### config.mk
export PLATFORM = sky130hd
export DESIGN_NAME = fan_tach_rpm_meter
export DESIGN_NICKNAME = d
export VERILOG_FILES = /design/src/rtl/ftach_pkg.sv /design/src/rtl/ftach_ctrl.sv /design/src/rtl/ftach_datapath.sv /design/src/rtl/fan_tach_rpm_meter.sv
export SDC_FILE = /design/constraint.sdc
export NUM_CORES = 1
export LEC_CHECK = 0
export ABC_AREA = 1
export BUFFER_PORTS_ARGS = -buffer_cell sky130_fd_sc_hd__buf_2
export CAP_MARGIN = 20
export CORE_ASPECT_RATIO = 1.25
export CORE_MARGIN = 2
export CORE_UTILIZATION = 58
export CTS_BUF_LIST = sky130_fd_sc_hd__clkbuf_8
export DETAILED_ROUTE_END_ITERATION = 10
export PLACE_DENSITY = 0.86
export SETUP_SLACK_MARGIN = 0.3
export SKIP_LAST_GASP = 1
export SLEW_MARGIN = 10
export SYNTH_ARGS = -nofsm -noshare
export SYNTH_HDL_FRONTEND = slang
export SYNTH_SLANG_ARGS = --single-unit
### constraint.sdc
create_clock -name aclk -period 3.7 [get_ports aclk]
set_clock_uncertainty 0.05 [all_clocks]
set_input_delay 0.555 -clock aclk [delete_from_list [all_inputs] [get_ports aclk]]
set_output_delay 0.555 -clock aclk [all_outputs]
set_load 0.03 [all_outputs]
### src/rtl/ftach_pkg.sv
package ftach_pkg;

    localparam int CAPTURE_BITS = 16;
    localparam int CAP_IN_W     = 16;
    localparam int TICK_W       = 20;
    localparam int PPR_W        = 4;
    localparam int TIMEOUT_W    = 16;
    localparam int MS_W         = 17;
    localparam int RPM_W        = 26;
    localparam int DIVISOR_W    = CAPTURE_BITS + PPR_W;
    localparam int DIV_CNT_W    = $clog2(RPM_W);
    localparam int CFG_ADDR_W   = 2;
    localparam int CFG_DATA_W   = 20;
    localparam int S_TDATA_W    = 16;
    localparam int M_TDATA_W    = 32;

    localparam logic [MS_W-1:0]      MS_MAX          = {MS_W{1'b1}};
    localparam logic [RPM_W-1:0]     SECONDS_PER_MIN = RPM_W'(60);
    localparam logic [TICK_W-1:0]    TICK_RESET      = TICK_W'(125000);
    localparam logic [PPR_W-1:0]     PPR_RESET       = PPR_W'(2);
    localparam logic [TIMEOUT_W-1:0] TIMEOUT_RESET   = TIMEOUT_W'(1200);

    localparam logic [CFG_ADDR_W-1:0] REG_TICK_RATE = CFG_ADDR_W'(0);
    localparam logic [CFG_ADDR_W-1:0] REG_PPR       = CFG_ADDR_W'(1);
    localparam logic [CFG_ADDR_W-1:0] REG_TIMEOUT   = CFG_ADDR_W'(2);

    localparam logic OP_TICK = 1'b0;
    localparam logic OP_EDGE = 1'b1;

    typedef struct packed {
        logic load;
        logic prep;
        logic div_step;
        logic emit;
    } ftach_cmd_t;

    typedef struct packed {
        logic need_div;
        logic div_last;
        logic out_free;
    } ftach_sts_t;

endpackage

### src/rtl/ftach_ctrl.sv
module ftach_ctrl (
    input  logic                   aclk,
    input  logic                   aresetn,
    input  logic                   s_tvalid,
    output logic                   s_tready,
    input  ftach_pkg::ftach_sts_t  sts,
    output ftach_pkg::ftach_cmd_t  cmd
);

    typedef enum logic [3:0] {
        ST_IDLE = 4'b0001,
        ST_PREP = 4'b0010,
        ST_DIV  = 4'b0100,
        ST_EMIT = 4'b1000
    } state_t;

    state_t state_reg, state_next;

    assign s_tready = (state_reg == ST_IDLE);

    always_comb begin
        state_next   = state_reg;
        cmd.load     = 1'b0;
        cmd.prep     = 1'b0;
        cmd.div_step = 1'b0;
        cmd.emit     = 1'b0;
        unique case (state_reg)
            ST_IDLE: begin
                if (s_tvalid) begin
                    cmd.load   = 1'b1;
                    state_next = ST_PREP;
                end
            end
            ST_PREP: begin
                cmd.prep   = 1'b1;
                state_next = sts.need_div ? ST_DIV : ST_EMIT;
            end
            ST_DIV: begin
                cmd.div_step = 1'b1;
                if (sts.div_last) begin
                    state_next = ST_EMIT;
                end
            end
            ST_EMIT: begin
                if (sts.out_free) begin
                    cmd.emit   = 1'b1;
                    state_next = ST_IDLE;
                end
            end
            default: state_next = ST_IDLE;
        endcase
    end

    always_ff @(posedge aclk) begin
        if (!aresetn) begin
            state_reg <= ST_IDLE;
        end else begin
            state_reg <= state_next;
        end
    end

    a_div_to_emit: assert property (@(posedge aclk) disable iff (!aresetn)
        (state_reg == ST_DIV && sts.div_last) |=> (state_reg == ST_EMIT))
        else $error("divider finished without moving to emit");

    a_emit_needs_room: assert property (@(posedge aclk) disable iff (!aresetn)
        cmd.emit |-> sts.out_free)
        else $error("result emitted while output register busy");

    a_load_then_prep: assert property (@(posedge aclk) disable iff (!aresetn)
        cmd.load |=> (state_reg == ST_PREP))
        else $error("accepted beat not followed by prep");

endmodule

### src/rtl/ftach_datapath.sv
module ftach_datapath (
    input  logic                                 aclk,
    input  logic                                 aresetn,
    input  logic                                 cfg_we,
    input  logic [ftach_pkg::CFG_ADDR_W-1:0]     cfg_addr,
    input  logic [ftach_pkg::CFG_DATA_W-1:0]     cfg_wdata,
    input  logic                                 opcode,
    input  logic [ftach_pkg::CAP_IN_W-1:0]       capture_value,
    input  ftach_pkg::ftach_cmd_t                cmd,
    output ftach_pkg::ftach_sts_t                sts,
    output logic                                 m_tvalid,
    input  logic                                 m_tready,
    output logic [ftach_pkg::RPM_W-1:0]          rpm,
    output logic                                 stalled
);

    localparam int CB  = ftach_pkg::CAPTURE_BITS;
    localparam int DVW = ftach_pkg::DIVISOR_W;
    localparam int RW  = ftach_pkg::RPM_W;
    localparam int MW  = ftach_pkg::MS_W;
    localparam int CW  = ftach_pkg::DIV_CNT_W;

    logic [ftach_pkg::TICK_W-1:0]    tick_rate_reg, tick_rate_next;
    logic [ftach_pkg::PPR_W-1:0]     ppr_reg, ppr_next;
    logic [ftach_pkg::TIMEOUT_W-1:0] timeout_reg, timeout_next;

    logic [CB-1:0]  prev_capture_reg, prev_capture_next;
    logic           first_edge_reg, first_edge_next;
    logic [MW-1:0]  ms_reg, ms_next;
    logic [RW-1:0]  speed_reg, speed_next;

    logic           need_div_reg, need_div_next;
    logic [CB-1:0]  period_reg, period_next;
    logic [DVW-1:0] divisor_reg, divisor_next;
    logic [DVW-1:0] rem_reg, rem_next;
    logic [RW-1:0]  quot_reg, quot_next;
    logic [CW-1:0]  cnt_reg, cnt_next;

    logic           m_valid_reg, m_valid_next;
    logic [RW-1:0]  rpm_reg, rpm_next;
    logic           stalled_reg, stalled_next;

    logic [31:0]              cap_ext;
    logic [CB-1:0]            cap;
    logic [CB-1:0]            period;
    logic [ftach_pkg::PPR_W-1:0] ppr_eff;
    logic [DVW:0]             trial;
    logic [DVW:0]             diff;
    logic                     fits;
    logic                     is_stalled;
    logic                     out_free;

    assign cap_ext  = 32'(capture_value);
    assign cap      = cap_ext[CB-1:0];
    assign period   = cap - prev_capture_reg;
    assign ppr_eff  = (ppr_reg == '0) ? ftach_pkg::PPR_W'(1) : ppr_reg;
    assign trial    = {rem_reg, quot_reg[RW-1]};
    assign diff     = trial - {1'b0, divisor_reg};
    assign fits     = (trial >= {1'b0, divisor_reg});
    assign is_stalled = (ms_reg > MW'(timeout_reg));
    assign out_free = !m_valid_reg || m_tready;

    assign sts.need_div = need_div_reg;
    assign sts.div_last = (cnt_reg == CW'(RW - 1));
    assign sts.out_free = out_free;

    assign m_tvalid = m_valid_reg;
    assign rpm      = rpm_reg;
    assign stalled  = stalled_reg;

    always_comb begin
        tick_rate_next = tick_rate_reg;
        ppr_next       = ppr_reg;
        timeout_next   = timeout_reg;
        if (cfg_we) begin
            unique case (cfg_addr)
                ftach_pkg::REG_TICK_RATE: tick_rate_next = cfg_wdata;
                ftach_pkg::REG_PPR:       ppr_next = cfg_wdata[ftach_pkg::PPR_W-1:0];
                ftach_pkg::REG_TIMEOUT:   timeout_next = cfg_wdata[ftach_pkg::TIMEOUT_W-1:0];
                default: ;
            endcase
        end
    end

    always_comb begin
        prev_capture_next = prev_capture_reg;
        first_edge_next   = first_edge_reg;
        ms_next           = ms_reg;
        speed_next        = speed_reg;
        need_div_next     = need_div_reg;
        period_next       = period_reg;
        divisor_next      = divisor_reg;
        rem_next          = rem_reg;
        quot_next         = quot_reg;
        cnt_next          = cnt_reg;
        m_valid_next      = m_valid_reg && !m_tready;
        rpm_next          = rpm_reg;
        stalled_next      = stalled_reg;

        if (cmd.load) begin
            period_next = period;
            if (opcode == ftach_pkg::OP_EDGE) begin
                prev_capture_next = cap;
                first_edge_next   = 1'b0;
                ms_next           = '0;
                need_div_next     = !first_edge_reg && (period != '0);
            end else begin
                need_div_next = 1'b0;
                if (ms_reg != ftach_pkg::MS_MAX) begin
                    ms_next = ms_reg + MW'(1);
                end
            end
        end

        if (cmd.prep) begin
            divisor_next = DVW'(period_reg) * DVW'(ppr_eff);
            quot_next    = RW'(tick_rate_reg) * ftach_pkg::SECONDS_PER_MIN;
            rem_next     = '0;
            cnt_next     = '0;
        end

        if (cmd.div_step) begin
            rem_next  = fits ? diff[DVW-1:0] : trial[DVW-1:0];
            quot_next = {quot_reg[RW-2:0], fits};
            cnt_next  = cnt_reg + CW'(1);
        end

        if (cmd.emit) begin
            if (is_stalled) begin
                speed_next = '0;
            end else if (need_div_reg) begin
                speed_next = quot_reg;
            end
            m_valid_next = 1'b1;
            rpm_next     = is_stalled ? '0 : (need_div_reg ? quot_reg : speed_reg);
            stalled_next = is_stalled;
        end
    end

    always_ff @(posedge aclk) begin
        if (!aresetn) begin
            tick_rate_reg    <= ftach_pkg::TICK_RESET;
            ppr_reg          <= ftach_pkg::PPR_RESET;
            timeout_reg      <= ftach_pkg::TIMEOUT_RESET;
            prev_capture_reg <= '0;
            first_edge_reg   <= 1'b1;
            ms_reg           <= '0;
            speed_reg        <= '0;
            need_div_reg     <= 1'b0;
            m_valid_reg      <= 1'b0;
        end else begin
            tick_rate_reg    <= tick_rate_next;
            ppr_reg          <= ppr_next;
            timeout_reg      <= timeout_next;
            prev_capture_reg <= prev_capture_next;
            first_edge_reg   <= first_edge_next;
            ms_reg           <= ms_next;
            speed_reg        <= speed_next;
            need_div_reg     <= need_div_next;
            m_valid_reg      <= m_valid_next;
        end
    end

    always_ff @(posedge aclk) begin
        period_reg  <= period_next;
        divisor_reg <= divisor_next;
        rem_reg     <= rem_next;
        quot_reg    <= quot_next;
        cnt_reg     <= cnt_next;
        rpm_reg     <= rpm_next;
        stalled_reg <= stalled_next;
    end

    a_divisor_nonzero: assert property (@(posedge aclk) disable iff (!aresetn)
        cmd.div_step |-> (divisor_reg != '0))
        else $error("divide started with zero divisor");

    a_stall_zero_rpm: assert property (@(posedge aclk) disable iff (!aresetn)
        (m_valid_reg && stalled_reg) |-> (rpm_reg == '0))
        else $error("stalled beat carries nonzero rpm");

    a_edge_clears_ms: assert property (@(posedge aclk) disable iff (!aresetn)
        (cmd.load && opcode == ftach_pkg::OP_EDGE) |=> (ms_reg == '0 && !first_edge_reg))
        else $error("edge did not clear elapsed count");

endmodule

### src/rtl/fan_tach_rpm_meter.sv
// Fan tachometer. Each input beat is a one-millisecond tick or a tach edge with its
// captured timer count; every beat yields exactly one result beat with the current rpm
// and the stall flag. Rpm is (tick_rate_hz*60)/(period*pulses_per_rev), worked out by a
// restoring divider at one quotient bit per cycle, run after prep only for an edge that
// needs a new speed; other beats go from prep to emit. An output register holds the
// result, so the next beat is accepted while an earlier result waits. The user writes
// configuration registers via cfg_we/cfg_addr/cfg_wdata only while idle; not enforced.
module fan_tach_rpm_meter (
    input  logic                                  aclk,
    input  logic                                  aresetn,
    input  logic                                  cfg_we,
    input  logic [ftach_pkg::CFG_ADDR_W-1:0]      cfg_addr,
    input  logic [ftach_pkg::CFG_DATA_W-1:0]      cfg_wdata,
    input  logic                                  s_tvalid,
    output logic                                  s_tready,
    input  logic [ftach_pkg::S_TDATA_W-1:0]       s_tdata,  // capture_value
    input  logic                                  s_tuser,  // opcode
    output logic                                  m_tvalid,
    input  logic                                  m_tready,
    output logic [ftach_pkg::M_TDATA_W-1:0]       m_tdata,  // rpm, zero pad
    output logic                                  m_tuser   // stalled
);

    ftach_pkg::ftach_cmd_t          cmd;
    ftach_pkg::ftach_sts_t          sts;
    logic [ftach_pkg::RPM_W-1:0]    rpm;

    ftach_ctrl u_ctrl (
        .aclk     (aclk),
        .aresetn  (aresetn),
        .s_tvalid (s_tvalid),
        .s_tready (s_tready),
        .sts      (sts),
        .cmd      (cmd)
    );

    ftach_datapath u_datapath (
        .aclk          (aclk),
        .aresetn       (aresetn),
        .cfg_we        (cfg_we),
        .cfg_addr      (cfg_addr),
        .cfg_wdata     (cfg_wdata),
        .opcode        (s_tuser),
        .capture_value (s_tdata),
        .cmd           (cmd),
        .sts           (sts),
        .m_tvalid      (m_tvalid),
        .m_tready      (m_tready),
        .rpm           (rpm),
        .stalled       (m_tuser)
    );

    assign m_tdata = ftach_pkg::M_TDATA_W'(rpm);

endmodule
### After elaboration in Yosys (flattened, before gate mapping)

Cells that the tools add are included.

| operators by class | value |
|---|---|
| $add $sub $neg | 4 |
| $mul | 2 |
| magnitude comparators | 2 |
| equality and inequality tests | 11 |
| multiplexer cells | 25 |
| reduce and logical (&&, ||, !) cells | 17 |

Operator list:

| operator | count |
|---|---|
| 26-bit two-way mux | 4 |
| 20-bit two-way mux | 3 |
| 17-bit two-way mux | 2 |
| 20-bit by 4-bit multiplier with 24-bit output, second input constant | 1 |
| 21-bit by 20-bit greater-or-equal comparator with 1-bit output | 1 |
| 16-bit by 4-bit multiplier with 20-bit output | 1 |
| 4-bit two-way mux | 5 |
| 20-bit subtractor | 1 |
| 17-bit by 1-bit adder with 17-bit output, second input constant | 1 |
| 17-bit by 16-bit greater-than comparator with 1-bit output | 1 |
| 17-bit inequality test, second input constant | 1 |
| 4-bit one-hot mux with 4 select lines | 1 |
| 16-bit nonzero test | 1 |
| 16-bit subtractor | 1 |
| 5-bit two-way mux | 2 |
| 2-bit AND reduction | 5 |
| 1-bit two-way mux | 8 |
| 5-bit by 1-bit adder with 5-bit output, second input constant | 1 |
| 5-bit equality test, second input constant | 1 |
| 4-bit by 1-bit equality test with 1-bit output, second input constant | 1 |
| 4-bit by 2-bit equality test with 1-bit output, second input constant | 1 |
| 4-bit by 3-bit equality test with 1-bit output, second input constant | 1 |
| 4-bit equality test, second input constant | 1 |
| 4-bit zero test | 1 |
| 10 further kinds | 15 |

| word-level totals | value |
|---|---|
| register bits after elaboration | 220 |
| input bits | 44 |

### Depth between registers and ports, before layout

| depth | value |
|---|---|
| depth after elaboration | 5 |
| depth in mapped cells | 18 |
| gate-level depth less buffers | 17 |

### By module

Synthesis repeated with hierarchy kept, for this count alone.

| second synthesis, totals | value |
|---|---|
| cells, all modules | 1,941 |
| area, all modules | 15,374.7 um2 |

By module, submodules not included:

| module | times used | cells each | area an instance (um2) | sequential area each (um2) |
|---|---|---|---|---|
| ftach_datapath | 1 | 1,891 | 15,049.4 | 5,465.2 |
| ftach_ctrl | 1 | 43 | 276.5 | 80.1 |
| fan_tach_rpm_meter | 1 | 7 | 48.8 | 0.0 |

### Worst setup path after synthesis

Ideal clock, no wire load.

| timing path | value |
|---|---|
| kind | reg-to-reg |
| start point | register u_ctrl.state_reg[3] |
| end point | register u_ctrl.state_reg[0] |
| library setup time | 0.193 ns |
| data arrival time | 3.559 ns |
| required time | 3.457 ns |
| path slack | -0.102 ns |
| cell stages (with the launch flop) | 7 |
| period minus slack after synthesis | 3.802 ns |
| cell sequence | dfxtp_1 nor2_2 inv_1 nor3_1 inv_1 nand2_1 o311ai_0 |

| between the ends | value |
|---|---|
| longest elaborated chain between the ends | 3 |

Ends and longest elaborated chain:

| element | line | RTL |
|---|---|---|
| from (decl) | ftach_ctrl.sv:17 | `state_t state_reg, state_next;` |
| from (signal assigned) | ftach_ctrl.sv:58 | `state_reg <= state_next;` |
| 4-bit equality test, or another cell as far along | ftach_ctrl.sv:27 | `unique case (state_reg)` |
| 2-bit by 1-bit inequality test with 1-bit output (no line) or 2-bit inequality test (tied branches) | - |  |
| 3-bit AND reduction (no line) | - |  |

Several ways; a longest one is shown, not always the timed one.
A chain may end at the register's enable or synchronous reset.

### Worst setup path in the final report

| timing path | value |
|---|---|
| start point | register u_datapath.ppr_reg[2] in the netlist's numbering |
| end point | register u_datapath.divisor_reg[13] (data pin) |

| between the ends | value |
|---|---|
| longest elaborated chain between the ends | 3 |

Ends and longest elaborated chain:

| element | line | RTL |
|---|---|---|
| from (decl) | ftach_datapath.sv:24 | `logic [ftach_pkg::PPR_W-1:0] ppr_reg, ppr_next;` |
| from (signal assigned) | ftach_datapath.sv:143 | `ppr_reg <= ftach_pkg::PPR_RESET;` |
| from (signal assigned) | ftach_datapath.sv:153 | `ppr_reg <= ppr_next;` |
| 4-bit zero test | ftach_datapath.sv:56 | `assign ppr_eff = (ppr_reg == '0) ? ftach_pkg::PPR_W'(1) : ppr_reg;` |
| 4-bit two-way mux * | ftach_datapath.sv:56 |  |
| 16-bit by 4-bit multiplier with 20-bit output * | ftach_datapath.sv:116 | `divisor_next = DVW'(period_reg) * DVW'(ppr_eff);` |
| to (signal assigned) | ftach_datapath.sv:166 | `divisor_reg <= divisor_next;` |
| to (decl) | ftach_datapath.sv:34 | `logic [DVW-1:0] divisor_reg, divisor_next;` |

Mark *: on every way between the ends. The rest lies on a longest branch, timed or not.

==> metrics.yaml <==
run_status: "complete, no violations"
cp-end-kind: "flop"
ys_seq_elements: 220
coreArea_um2: 26010
power_mw: 7.745
clk_latency_ns: 0.58
fin_nets: 2222
syn2layout_area_growth_pct: 12.33
drc_errors: 0
ys_seq_area_frac: 0.3609
die_y_um: 186.0
p_switching_mw: 2.765
clkPwrFrac: 0.287
yosysWarnings: 0
firstDrtPassIters: 6
dp_hpwl_um: 25030
ff2ff_path_depth: 14
grt-ovfl-total: 0
slew_headroom: 0.5090
fin_crit_ns: 3.350
antenna_cells: 0
routed_via_density: 5.357
clk_pin_slew_ns: 0.07
synth_ff_type: "edfxtp_1"
layout-drive-gt1-share: 0.1460
tightest_slew_ns: 0.7364
pwr-share-seq: 0.375
synth_edf_count: 114
placed_cell_area_um2: 16100
fp-row-count: 66
arrival_ns: 3.58
max_freq_mhz: 298.5
pin_count: 79
async_flop_share: 0
num_vias: 12720
ant_nets: 0
synthesis.area_um2: 15370
drt_iter0_markers: 816
stdcell_area_um2: 17260
hold_violations: 0
place_congestion: 0.9369
die_x_um: 149.6
final.period_utilization: 0.9055
worstSetupPathType: "flop to flop"
fin_util: 0.6636
grt_pass1_wl_um: 54430
routedWlPerCell_um: 14.13
clock_path_buffers: 3
rrSetupSlack_ns: 0.35
switching_share: 0.3570
crit_start: "u_datapath.ppr_reg[2]"
tritoncts: "built"
rsz0062_at_grt: "true"
port_buffers: 72
start_kind: "flop"
power_per_cell_area_nw_per_um2: 448.7
hold_path.class: "primary input to flop"
ir_drop_v: 0.0003165
grt_max_degree: 80
cts_max_level: 2
p_int_mw: 4.980
syn_inst: 1914
required_ns: 3.93
power.leakage_nw: 8.179
drt-total-wl_um: 33560
critPathCapture: "u_datapath.divisor_reg[13]"
antenna_found_initial: 0
maxSlewViolCount: 0
cts_num_sinks: 220
r2r_end: "u_datapath.divisor_reg[13]"
grt_pass1_vias: 12190
tns_ns: 0
maxCapViolCount: 0
cts_buffers: 37
crit_fanout: 12
syn_avg_cell_area_um2: 8.029
synth_cell_types: 54
die_area_um2: 27820
setup-violations-final: 0
cts-root-buf: "clkbuf_8"
regToRegStartpoint: "u_datapath.ppr_reg[2]"
track_usage: 0.2383
p_comb_frac: 0.338
start_util: 0.5908
[kinds of logic (layout without fill, tap and decap cells)]
kind of cell               after synthesis  count (layout)  share of synthesized area
and+or+nand+nor                        660             660                     0.1884
buffers and inverters                  418             533                     0.1051
AOI/OAI and AO/OA                      373             373                     0.1305
DFF                                    220             220                     0.3609
adders and majority gates              173             173                     0.1736
xor gates and xnor gates                45              45                    0.02565
muxes                                   24              24                    0.01563
other                                    1               6                  0.0002440
[how the worst min path moves through the flow]
| stage | from | end | slack (ns) | cells past startpoint |
|---|---|---|---|---|
| 3_3_place_gp | u_datapath.first_edge_reg | u_datapath.first_edge_reg | 0.38 | 2 |
| 3_5_place_dp | u_datapath.prev_capture_reg[7] | u_datapath.prev_capture_reg[7] | 0.40 | 2 |
| 2_1_floorplan | u_datapath.first_edge_reg | u_datapath.first_edge_reg | 0.37 | 2 |
| 6_report | cfg_wdata[16] | u_datapath.tick_rate_reg[16] | 0.14 | 3 |
| 4_1_cts | cfg_wdata[16] | u_datapath.tick_rate_reg[16] | 0.12 | 3 |
| 5_1_grt | cfg_wdata[16] | u_datapath.tick_rate_reg[16] | 0.13 | 3 |
[power groups by stage]
stage,combinational [mW],sequential [mW],clock (mW)
2_1_floorplan,1.80,2.93,0
3_3_place_gp,2.26,2.95,0
3_5_place_dp,2.32,2.95,0
4_1_cts,2.40,2.90,2.26
5_1_grt,2.93,2.92,2.37
6_report,2.61,2.91,2.22
[repair_timing]
item | CTS | global route
resized for setup | 23 | 66
setup buffers | 1 | 12
setup endpoints to repair | 11 | 24
pin swaps | 3 | 25
hold buffers | 0 | 0
[cell type report]
type	count	area (um2)
multi-input combinational	1281	8531
timing repair buffer	102	605.6
fill	2055	8751
clock inverter	24	165.2
tap	340	425.4
clock buffer	44	605.6
inverter	363	1365
sequential	220	5564
[critical path, cell delays in order (launching register included)]
cell and delay (ns):
dfxtp_2 0.36, buf_4 0.19, nand2_1 0.06, inv_1 0.05
fa_1 0.49, inv_1 0.05, fa_1 0.53, inv_1 0.07
ha_4 0.26, a21o_1 0.20, a21oi_2 0.17, o21ai_2 0.12
a21oi_2 0.23, buf_4 0.16, xnor2_1 0.06
[Yosys cell counts, types with 32 or more instances]
| library cell | instances | share of area |
|---|---|---|
| inv_1 | 360 | 0.088 |
| nand2_1 | 352 | 0.086 |
| a21oi_1 | 174 | 0.057 |
| o21ai_0 | 137 | 0.045 |
| nor2_1 | 123 | 0.030 |
| edfxtp_1 | 114 | 0.22 |
| dfxtp_1 | 106 | 0.14 |
| ha_1 | 106 | 0.086 |
| nand3_1 | 70 | 0.023 |
| fa_1 | 67 | 0.087 |
| clkbuf_1 | 37 | 0.0090 |
| or2_2 | 32 | 0.013 |
[metrics by stage]
step           std cells  hold WS [ns]  setup WS, ns
2_1_floorplan       1919        0.3695        0.3111
3_3_place_gp        2293        0.3788        0.2190
3_5_place_dp        2293        0.4008        0.1987
4_1_cts             2362        0.1227        0.2714
5_1_grt             2374        0.1273        0.2023
6_report            2374        0.1396        0.3498
[routing by layer]
metal  global-route usage  vias up  routed length (um)
met5                    0        -                   0
met4              0.09638        0                1155
met3              0.03260       99                1723
met2               0.4259      368               16570
met1               0.2888     5859               14110
li1                     -     6391                   -
[cell usage in the layout (no fill, tap or decap), drive strengths merged, types with 26 or more instances in the layout]
master  count
clkbuf     44
inv       374
nor3       27
ha        106
dfxtp     106
a21oi     175
fa         67
nand3      72
nor2      128
or2        35
nand2     357
edfxtp    114
o21ai     148
xor2       26
buf       102
No activity file was read; power rests on OpenSTA's default activity.
